[src/rtl/core/llbp_pkg.sv]
// Shared widths, reset values and codes for the least-loaded block placer.
// No dependencies.
package llbp_pkg;

    localparam int MAX_BLOCKS_DEF = 64;
    localparam int WEIGHT_W       = 32;
    localparam int BLK_W          = 6;
    localparam int CNT_W          = 7;
    localparam int TAG_W          = 32;
    localparam int CFG_IDX_W      = 2;
    localparam int SCAN_LIMIT     = 64;

    localparam logic [WEIGHT_W-1:0] UPPER_BOUND_RST = 32'hFFFF_FFFF;
    localparam logic [CNT_W-1:0]    BLOCK_COUNT_RST = 7'd2;

    localparam logic [CFG_IDX_W-1:0] CFG_UPPER_BOUND = 2'd0;
    localparam logic [CFG_IDX_W-1:0] CFG_BLOCK_COUNT = 2'd1;

    localparam logic FUNC_LOAD  = 1'b0;
    localparam logic FUNC_PLACE = 1'b1;

endpackage

[src/rtl/core/llbp_wstore.sv]
// Block weight store: one write port, one registered read port.
// Entries never written read as zero through per-entry valid bits.
// Depends on llbp_pkg.
module llbp_wstore #(
    parameter int DEPTH = llbp_pkg::MAX_BLOCKS_DEF
) (
    input  logic                          i_clk,
    input  logic                          i_rst_n,
    input  logic                          i_we,
    input  logic [$clog2(DEPTH)-1:0]      i_waddr,
    input  logic [llbp_pkg::WEIGHT_W-1:0] i_wdata,
    input  logic [$clog2(DEPTH)-1:0]      i_raddr,
    output logic [llbp_pkg::WEIGHT_W-1:0] o_rdata
);

    logic [llbp_pkg::WEIGHT_W-1:0] r_mem [DEPTH];
    logic [DEPTH-1:0]              r_valid;
    logic [llbp_pkg::WEIGHT_W-1:0] r_rdata;

    always_ff @(posedge i_clk) begin
        if (i_we) begin
            r_mem[i_waddr] <= i_wdata;
        end
    end

    always_ff @(posedge i_clk) begin
        if (!i_rst_n) begin
            r_valid <= '0;
        end else if (i_we) begin
            r_valid[i_waddr] <= 1'b1;
        end
    end

    always_ff @(posedge i_clk) begin
        r_rdata <= r_valid[i_raddr] ? r_mem[i_raddr] : '0;
    end

    assign o_rdata = r_rdata;

endmodule

[src/rtl/core/least_loaded_block_placer_core.sv]
// Least-loaded block placer: weight table, minimum scan and bound-checked move.
// Load item: written when accepted, no result. Place item: a scan of the blocks in use
// (clamped to 1..min(MAX_BLOCKS,64)), a bound check, update states if it fits, then the
// result waits in an output register; the single table read port sets the scan.
// Synchronous active-low reset clears all weights to zero and restores registers.
// Depends on llbp_pkg and llbp_wstore.
module least_loaded_block_placer_core #(
    parameter int MAX_BLOCKS = llbp_pkg::MAX_BLOCKS_DEF
) (
    input  logic                           i_clk,
    input  logic                           i_rst_n,
    input  logic                           i_in_valid,
    output logic                           o_in_stall,
    input  logic                           i_func,
    input  logic [llbp_pkg::BLK_W-1:0]     i_block_index,
    input  logic [llbp_pkg::WEIGHT_W-1:0]  i_weight,
    input  logic [llbp_pkg::TAG_W-1:0]     i_node_id,
    output logic                           o_out_valid,
    input  logic                           i_out_stall,
    output logic [llbp_pkg::TAG_W-1:0]     o_node_tag,
    output logic [llbp_pkg::BLK_W-1:0]     o_new_block,
    output logic                           o_moved,
    input  logic                           i_cfg_valid,
    output logic                           o_cfg_ready,
    input  logic [llbp_pkg::CFG_IDX_W-1:0] i_cfg_index,
    input  logic [llbp_pkg::WEIGHT_W-1:0]  i_cfg_data
);

    localparam int DEPTH = (MAX_BLOCKS < llbp_pkg::SCAN_LIMIT) ? MAX_BLOCKS
                                                                : llbp_pkg::SCAN_LIMIT;
    localparam int IW = $clog2(DEPTH);
    localparam logic [llbp_pkg::CNT_W-1:0] DEPTH_C = llbp_pkg::CNT_W'(DEPTH);

    typedef enum logic [2:0] {
        S_IDLE,
        S_SCAN,
        S_CHECK,
        S_SUB,
        S_ADD_RD,
        S_ADD_WR,
        S_OUT
    } t_state;

    t_state                        r_state;
    logic [llbp_pkg::WEIGHT_W-1:0] r_upper_bound;
    logic [llbp_pkg::CNT_W-1:0]    r_block_count;
    logic [llbp_pkg::BLK_W-1:0]    r_idx;
    logic [llbp_pkg::WEIGHT_W-1:0] r_w;
    logic [llbp_pkg::TAG_W-1:0]    r_tag;
    logic [IW-1:0]                 r_last;
    logic [IW-1:0]                 r_cmp_idx;
    logic [IW-1:0]                 r_best;
    logic [llbp_pkg::WEIGHT_W-1:0] r_minw;
    logic                          r_out_valid;
    logic [llbp_pkg::TAG_W-1:0]    r_out_tag;
    logic [llbp_pkg::BLK_W-1:0]    r_out_block;
    logic                          r_out_moved;

    logic                          in_accept;
    logic                          idx_in_table;
    logic                          cur_in_table;
    logic [llbp_pkg::CNT_W-1:0]    scan_n;
    logic [llbp_pkg::CNT_W-1:0]    scan_last;
    logic [llbp_pkg::WEIGHT_W-1:0] add_a;
    logic [llbp_pkg::WEIGHT_W:0]   sum;
    logic                          fits;
    logic [llbp_pkg::WEIGHT_W-1:0] sat_diff;
    logic                          mem_we;
    logic [IW-1:0]                 mem_waddr;
    logic [llbp_pkg::WEIGHT_W-1:0] mem_wdata;
    logic [IW-1:0]                 mem_raddr;
    logic [llbp_pkg::WEIGHT_W-1:0] mem_rdata;

    assign o_in_stall  = (r_state != S_IDLE);
    assign in_accept   = i_in_valid && !o_in_stall;
    assign o_cfg_ready = 1'b1;

    assign idx_in_table = ({1'b0, i_block_index} < DEPTH_C);
    assign cur_in_table = ({1'b0, r_idx} < DEPTH_C);

    always_comb begin
        scan_n = r_block_count;
        if (scan_n == '0) begin
            scan_n = llbp_pkg::CNT_W'(1);
        end
        if (scan_n > DEPTH_C) begin
            scan_n = DEPTH_C;
        end
        scan_last = scan_n - llbp_pkg::CNT_W'(1);
    end

    // shared adder: bound check, then the add to the chosen block
    assign add_a    = (r_state == S_ADD_WR) ? mem_rdata : r_minw;
    assign sum      = {1'b0, add_a} + {1'b0, r_w};
    assign fits     = (sum <= {1'b0, r_upper_bound});
    assign sat_diff = (mem_rdata > r_w) ? (mem_rdata - r_w) : '0;

    always_comb begin
        mem_we    = 1'b0;
        mem_waddr = r_best;
        mem_wdata = sum[llbp_pkg::WEIGHT_W-1:0];
        mem_raddr = '0;
        unique case (r_state)
            S_IDLE: begin
                mem_we    = in_accept && (i_func == llbp_pkg::FUNC_LOAD) && idx_in_table;
                mem_waddr = i_block_index[IW-1:0];
                mem_wdata = i_weight;
            end
            S_SCAN: begin
                mem_raddr = r_cmp_idx + IW'(1);
            end
            S_CHECK: begin
                mem_raddr = r_idx[IW-1:0];
            end
            S_SUB: begin
                mem_we    = 1'b1;
                mem_waddr = r_idx[IW-1:0];
                mem_wdata = sat_diff;
            end
            S_ADD_RD: begin
                mem_raddr = r_best;
            end
            S_ADD_WR: begin
                mem_we = 1'b1;
            end
            S_OUT: begin
            end
            default: begin
            end
        endcase
    end

    llbp_wstore #(
        .DEPTH (DEPTH)
    ) u_wstore (
        .i_clk   (i_clk),
        .i_rst_n (i_rst_n),
        .i_we    (mem_we),
        .i_waddr (mem_waddr),
        .i_wdata (mem_wdata),
        .i_raddr (mem_raddr),
        .o_rdata (mem_rdata)
    );

    always_ff @(posedge i_clk) begin
        if (!i_rst_n) begin
            r_upper_bound <= llbp_pkg::UPPER_BOUND_RST;
            r_block_count <= llbp_pkg::BLOCK_COUNT_RST;
        end else if (i_cfg_valid && o_cfg_ready) begin
            if (i_cfg_index == llbp_pkg::CFG_UPPER_BOUND) begin
                r_upper_bound <= i_cfg_data;
            end else if (i_cfg_index == llbp_pkg::CFG_BLOCK_COUNT) begin
                r_block_count <= i_cfg_data[llbp_pkg::CNT_W-1:0];
            end
        end
    end

    always_ff @(posedge i_clk) begin
        if (!i_rst_n) begin
            r_state     <= S_IDLE;
            r_out_valid <= 1'b0;
        end else begin
            unique case (r_state)
                S_IDLE: begin
                    if (in_accept && (i_func == llbp_pkg::FUNC_PLACE)) begin
                        r_idx     <= i_block_index;
                        r_w       <= i_weight;
                        r_tag     <= i_node_id;
                        r_last    <= scan_last[IW-1:0];
                        r_cmp_idx <= '0;
                        r_state   <= S_SCAN;
                    end
                end
                S_SCAN: begin
                    if ((r_cmp_idx == '0) || (mem_rdata < r_minw)) begin
                        r_minw <= mem_rdata;
                        r_best <= r_cmp_idx;
                    end
                    r_cmp_idx <= r_cmp_idx + IW'(1);
                    if (r_cmp_idx == r_last) begin
                        r_state <= S_CHECK;
                    end
                end
                S_CHECK: begin
                    if (!fits) begin
                        r_out_tag   <= r_tag;
                        r_out_block <= r_idx;
                        r_out_moved <= 1'b0;
                        r_out_valid <= 1'b1;
                        r_state     <= S_OUT;
                    end else if (cur_in_table) begin
                        r_state <= S_SUB;
                    end else begin
                        r_state <= S_ADD_RD;
                    end
                end
                S_SUB: begin
                    r_state <= S_ADD_RD;
                end
                S_ADD_RD: begin
                    r_state <= S_ADD_WR;
                end
                S_ADD_WR: begin
                    r_out_tag   <= r_tag;
                    r_out_block <= llbp_pkg::BLK_W'(r_best);
                    r_out_moved <= 1'b1;
                    r_out_valid <= 1'b1;
                    r_state     <= S_OUT;
                end
                S_OUT: begin
                    if (!i_out_stall) begin
                        r_out_valid <= 1'b0;
                        r_state     <= S_IDLE;
                    end
                end
                default: begin
                    r_state <= S_IDLE;
                end
            endcase
        end
    end

    assign o_out_valid = r_out_valid;
    assign o_node_tag  = r_out_tag;
    assign o_new_block = r_out_block;
    assign o_moved     = r_out_moved;

endmodule

[config.mk]
export PLATFORM = sky130hd
export DESIGN_NAME = least_loaded_block_placer_core
export DESIGN_NICKNAME = d
export VERILOG_FILES = /design/src/rtl/core/llbp_pkg.sv /design/src/rtl/core/llbp_wstore.sv /design/src/rtl/core/least_loaded_block_placer_core.sv
export SDC_FILE = /design/constraint.sdc
export NUM_CORES = 2
export LEC_CHECK = 0
export ABC_AREA = 1
export ABC_CLOCK_PERIOD_IN_PS = 10000
export BUFFER_PORTS_ARGS = -buffer_cell sky130_fd_sc_hd__buf_2
export CORE_MARGIN = 3
export CORE_UTILIZATION = 45
export DETAILED_ROUTE_END_ITERATION = 10
export REMOVE_ABC_BUFFERS = 1
export SYNTH_ARGS = -nofsm -noshare
export SYNTH_HDL_FRONTEND = slang
export SYNTH_SLANG_ARGS = --single-unit
[constraint.sdc]
create_clock -name i_clk -period 10 [get_ports i_clk]
set_input_delay 0.5 -clock i_clk [delete_from_list [all_inputs] [get_ports i_clk]]
set_output_delay 0.5 -clock i_clk [all_outputs]
set_load 0.1 [all_outputs]
Word level (Yosys, flattened, before mapping)
Memories as Yosys holds them, arrays and structs flattened. A register that Yosys moved wholly into a read port is not among the register bits.
Cells that the tools add are included.
W data, S select, Z words.
Word-level totals
  memory bits (writable): 2048
  memories kept: 1
  register bits: 266
  bits of input ports: 110
  word-level logic and storage cells: 96
Memory list
  u_wstore.r_mem: words 64, bits a word 32, rd ports 1, clocked after memory_dff 1, wr ports 1, line llbp_wstore.sv:16  | logic [llbp_pkg::WEIGHT_W-1:0] r_mem [DEPTH];
Cells by class
  reduce and logical (&&, ||, !) cells: 24
  order comparisons: 7
  mux-type cells: 30
  bitwise gates (word level): 3
  equality and inequality tests: 12
  add/subtract/negate cells: 4
Operator list (count)
  $pmux W32 S2: 2
  $mux W32: 3
  $or A64 B64 Y64: 1
  $pmux W6 S2: 3
  $add A32 B32 Y33: 1
  $le A33 B32 Y1: 1
  $gt A32 B32 Y1: 1
  $lt A32 B32 Y1: 1
  $sub A32 B32 Y32: 1
  $pmux W3 S7: 1
  $reduce_and A3 Y1: 7
  $mux W6: 3
  $pmux W6 S3: 1
  $lt A6 B7 Y1 const B: 2
  $mux W3: 4
  $eq A3 B3 Y1 const B: 3
  $ne A2 B2 Y1 const B: 4
  $gt A7 B7 Y1 const B: 1
  $logic_not A7 Y1: 1
  $mux W1: 7
  $mux W7: 1
  $add A6 B1 Y6 const B: 1
  $bmux W1 S6: 1
  $demux W1 S6: 1
  other kinds (19): 28

Logic depth before layout (Yosys ltp)
  depth after elaboration: 7
  gate-level depth with buffers: 36
  mapped depth without buffers: 34

Modules after synthesis
Synthesis repeated with hierarchy kept, for this count alone.
Second synthesis, totals
  cells, all modules: 8670
  area total of the unflattened synthesis: 98458.2 um2
By module, submodules not included
  llbp_wstore: times used 1, cells an instance 7115, sequential area each 63420.8 um2, area each 85404.4 um2
  least_loaded_block_placer_core: times used 1, cells an instance 1555, sequential area each 5635.4 um2, area each 13053.8 um2

Least setup slack after synthesis
Ideal clock, no wire load.
  path type: register to register
  from: register r_state[2]
  to: register r_out_moved (netlist: o_moved) (enable)
  path slack: 3.696 ns
  period minus slack after synthesis: 6.304 ns
  stages on the path, launching flop included: 35
  data required time: 9.565 ns
  data arrival time: 5.868 ns
  setup time: 0.435 ns
  path through: dfxtp_1 -> inv_2 -> nor2_1 -> clkbuf_1 -> clkbuf_1 -> nand2_1 -> o21ai_0 -> ha_1 -> fa_1 -> nand2_1 -> a21oi_1 -> nand4_1 -> nand2_1 -> nand2_1 -> nand2_1 -> nand2_1 -> nand2_1 -> nand2_1 -> nand2_1 -> nand2_1 -> nand2_1 -> xor2_1 -> ha_1 -> nand2_1 -> nor4_1 -> nand2_1 -> nand2_1 -> nand2_1 -> nand2_1 -> nand2_1 -> nand2_1 -> nand2_1 -> nand2_1 -> o21ai_0 -> nor2_1
On the way
  longest elaborated chain between the ends: 6
  elaborated cells on any way between the ends: 8
  classes of those cells: 1 x add/sub; 1 x order compare; 3 x eq/ne; 1 x mux; 2 x reduce/logical
RTL lines
  start: declaration: line least_loaded_block_placer_core.sv:44  | t_state r_state;
  start signal: assignment: line least_loaded_block_placer_core.sv:160  | r_state <= S_IDLE;
  start signal: assignment: line least_loaded_block_placer_core.sv:171  | r_state <= S_SCAN;
  start signal: assignment: line least_loaded_block_placer_core.sv:181  | r_state <= S_CHECK;
  $eq A3 B3 Y1: line least_loaded_block_placer_core.sv:93, least_loaded_block_placer_core.sv:163
  $mux W32: line least_loaded_block_placer_core.sv:93  | assign add_a = (r_state == S_ADD_WR) ? mem_rdata : r_minw;
  $add A32 B32 Y33: line least_loaded_block_placer_core.sv:94  | assign sum = {1'b0, add_a} + {1'b0, r_w};
  $le A33 B32 Y1: line least_loaded_block_placer_core.sv:95  | assign fits = (sum <= {1'b0, r_upper_bound});
  $ne A2 B2 Y1 (no line)
  $reduce_and A3 Y1 (no line) (*)
  end signal: assignment: line least_loaded_block_placer_core.sv:188  | r_out_moved <= 1'b0;
  end signal: assignment: line least_loaded_block_placer_core.sv:206  | r_out_moved <= 1'b1;
  end: declaration: line least_loaded_block_placer_core.sv:57  | logic r_out_moved;
Mark *: on every way between the ends. The rest lies on a longest branch, timed or not.
A chain may end at the register's enable or synchronous reset.

Final worst setup path
  from: register r_state[2]
  to: register r_out_tag, in the netlist o_node_tag[0] (enable)
On the way
  longest elaborated chain between the ends: 6
  elaborated cells on any way between the ends: 8
  classes of those cells: 1 x add/sub; 1 x order compare; 3 x eq/ne; 1 x mux; 2 x reduce/logical
RTL lines
  $eq A3 B3 Y1: line least_loaded_block_placer_core.sv:93, least_loaded_block_placer_core.sv:163
  $mux W32: line least_loaded_block_placer_core.sv:93
  $add A32 B32 Y33: line least_loaded_block_placer_core.sv:94
  $le A33 B32 Y1: line least_loaded_block_placer_core.sv:95
  $ne A2 B2 Y1 (no line)
  $reduce_and A3 Y1 (no line) (*)
  end signal: assignment: line least_loaded_block_placer_core.sv:186  | r_out_tag <= r_tag;
  end signal: assignment: line least_loaded_block_placer_core.sv:204  | r_out_tag <= r_tag;
  end: declaration: line least_loaded_block_placer_core.sv:55  | logic [llbp_pkg::TAG_W-1:0] r_out_tag;
Marked as above.

==> flow_summary.toml <==
[setup_path]
regToRegStartpoint = "r_state[2]"
crit_top_cell = "nand2_1"
cp_max_fo = 64
crit_path_top_delay_cell = "nor2_4"
worstPathRequired_ns = 10.46
r2r-end = "o_node_tag[0]"
crit_path_start_kind = "flip-flop"
path_class = "flip-flop to flip-flop"
max_stage_delay_ns = 0.85
worstSetupEndpointType = "flip-flop"
regToRegSetupSlack_ns = 3.66
worstRegToRegCells = 32
worstPathArrival_ns = 6.81

[floorplan]
die_h_um = 474
die_area_um2 = 225000
pin_count = 152
fp.coreArea_um2 = 218000
die_x_um = 474
rows = 171
start_util_pct = 45.3

[power]
pwr_density_cell_nw_per_um2 = 276
combPwrFrac_pct = 31.4
power.leakage_uw = 0.0386
switching_share_pct = 36.7
ir_drop_mv = 0.202
pwr-share-clk_pct = 27.6
pwr-share-seq_pct = 40.9
power.switching_uw = 11200
p_int_uw = 19400

[sta]
setup_viol = 0
worstMarginPinSlew_ns = 1.19
final_max_slew_viol_count = 0
relSlewSlack_pct = 19.7
hold_violations = 0
period_share_pct = 63.4
period_needed_ns = 6.34
fmax_mhz = 158
fin_hold_ws_ns = 0.208
setup_tns_ns = 0
skew_ns = 0.0393
rsz0062_at_grt = "no"

[logic_synthesis]
yosysWarnings = 0
ys_ff_latch = 2346
syn_inst = 8306
ys_seq_area_share_pct = 70.1
synth_area_leaders = "edfxtp_1 67%, nand3_1 6.2%, nand2_1 4.6%"
synth_edf_count = 2207
synth_top_area_share_pct = 67.2
async_reset_ff_share_pct = 0
syn_area_um2 = 98600
yosysTopAreaCell = "edfxtp_1"
synth_flop_cell = "edfxtp_1"
ys_types = 50
synth.avg_cell_area_um2 = 11.9

[finish]
fill_cells = 18500
finalInstanceArea_um2 = 111000
areaGrowthSynthToFinish_pct = 12.4
drive_gt1_share_pct = 11.0
final_util_pct = 50.9
nets = 8692

[flow_run]
drv_cap = 0

[place]
port-buffer-count = 150
postPlaceCellArea_um2 = 102000
hpwl_mm = 149
place_congestion = 0.893

[global_routing]
grt_pass1_wl_mm = 418
antenna_found_initial = 14
gr-usage-all-layers_pct = 25.0
grt_remaining_overflow = 0
grt_pass1_vias = 62600
grt_max_degree = 203

[clock_network]
cts_root_buf = "clkbuf_16"
htree_levels = 4
cts_tree = "done"
ctsHoldBuffers = 103
clk_latency_ns = 0.88
clkSinkCount = 2346
cts_resized = 0
clk_pin_slew_ns = 0.07
clk_path_buf_depth = 3
cts_setup_buffers = 0
cts_buffers = 229

[outcome]
status = "complete, no violations"

[route]
drc_errors = 0
wl_per_cell_um = 25.0
dr.first_iter.drc_count = 8460
antenna_left = 0
viasPerCell = 5.76
vias = 66300
wirelength_mm = 287
dr.pass1.iters = 5

[worst_hold_path]
hold_end = "r_upper_bound[14]"
min_path_cells = 2
min-delay-start = "i_rst_n"
hp-class = "input pin to flip-flop"
[power by group through the flow]
stage                     clock [µW]  combinational, µW  sequential, µW
after detailed placement           0               9490           12700
after CTS                       8570               9550           12500
after floorplan                    0               5960           12800
final                           8450               9610           12500
after global placement             0               9370           12700
after global routing            8950              10400           12500
[logic make-up after synthesis]
group	after synthesis	synth area share [%]
AOI/OAI and AO/OA	1174	7.07
xor gates and xnor gates	56	0.498
adders and majority gates	133	1.70
buffers and inverters	736	3.43
DFF	2346	70.1
other	1	0.00380
and+or+nand+nor	3860	17.2
[cells in the mapped netlist (16+ instances only)]
master    number
edfxtp_1    2207
nand3_1     1219
nand2_1     1196
nor2_1      1059
o21ai_1      403
o211ai_1     399
buf_2        236
inv_1        228
o21ai_0      218
or2_2        196
clkbuf_1     156
dfxtp_1      139
or2_1        132
ha_1         131
a21oi_1      118
buf_4         53
xor2_1        42
buf_1         29
buf_6         16
nor3_1        16
[state kept, by name, indices dropped and copies added, names as in the netlist, 3 cells and up]
register,flops
o_new_block,6
o_node_tag,32
r_best,6
r_block_count,7
r_cmp_idx,6
r_idx,6
r_last,6
r_minw,32
r_state,3
r_tag,32
r_upper_bound,32
r_w,32
u_wstore.o_rdata,32
u_wstore.r_mem,2048
u_wstore.r_valid,64
[layer usage]
layer / track usage, % / vias to the layer above / part of all wire, %
met5: 0 / - / 0.0045
met4: 8.25 / 2 / 3.2
met3: 4.22 / 427 / 8.7
met2: 38.8 / 2924 / 45
met1: 36.0 / 32900 / 43
li1: - / 30100 / -
[worst max path at each step]
| stage | depth (start not counted) | slack, ns | endpoint | startpoint |
|---|---|---|---|---|
| 2_1_floorplan | 14 | -7.36 | u_wstore.o_rdata[0] | r_state[1] |
| 3_3_place_gp | 32 | 3.59 | o_node_tag[0] | r_state[2] |
| 3_5_place_dp | 32 | 3.55 | o_node_tag[8] | r_state[2] |
| 4_1_cts | 32 | 3.53 | o_node_tag[31] | r_state[2] |
| 5_1_grt | 33 | 2.94 | o_node_tag[21] | r_state[2] |
| 6_report | 32 | 3.66 | o_node_tag[0] | r_state[2] |
[through the flow]
stage | cells | total power (µW) | worst slack (ns)
6_report | 11500 | 30600 | 3.66
5_1_grt | 11500 | 31900 | 2.94
4_1_cts | 11500 | 30600 | 3.53
3_5_place_dp | 11000 | 22200 | 3.55
3_3_place_gp | 11000 | 22100 | 3.59
2_1_floorplan | 7811 | 18800 | -7.36
[area by class of cell]
type | count | area (µm²) | share of cell area, %
sequential | 2346 | 69100 | 62.3
multi-input combinational | 5224 | 26800 | 24.2
clock buffer | 316 | 6390 | 5.77
tap | 2854 | 3570 | 3.22
timing repair buffer | 407 | 3090 | 2.79
inverter | 241 | 941 | 0.849
clock inverter | 104 | 921 | 0.831
antenna | 13 | 32.5 | 0.0293
[cells in the final DEF (no fill, tap or decap), types with 73 or more instances in the layout]
cell | Yosys | layout
nor2_1 | 1059 | 990
or2_1 | 132 | 132
o21ai_0 | 218 | 218
nor2_4 | 3 | 73
o21ai_1 | 403 | 403
buf_4 | 53 | 142
dfxtp_1 | 139 | 139
a21oi_1 | 118 | 117
o211ai_1 | 399 | 399
buf_2 | 236 | 150
inv_1 | 228 | 225
edfxtp_1 | 2207 | 2207
nand3_1 | 1219 | 1189
clkbuf_16 | 0 | 234
ha_1 | 131 | 131
or2_2 | 196 | 196
dlygate4sd3_1 | 0 | 103
nand2_1 | 1196 | 1196
[worst max-delay path, delay by kind of cell, from the launching register on]
family	cells	cell delay [ns]
AO/OA/AOI/OAI	3	0.45
XOR/XNOR	1	0.17
adder cells (fa/ha/maj)	3	0.98
buffers and inverters	2	0.62
flip-flops	1	0.55
AND/OR/NAND/NOR	23	3.15
Note: power is estimated with default switching activity, not from simulation.
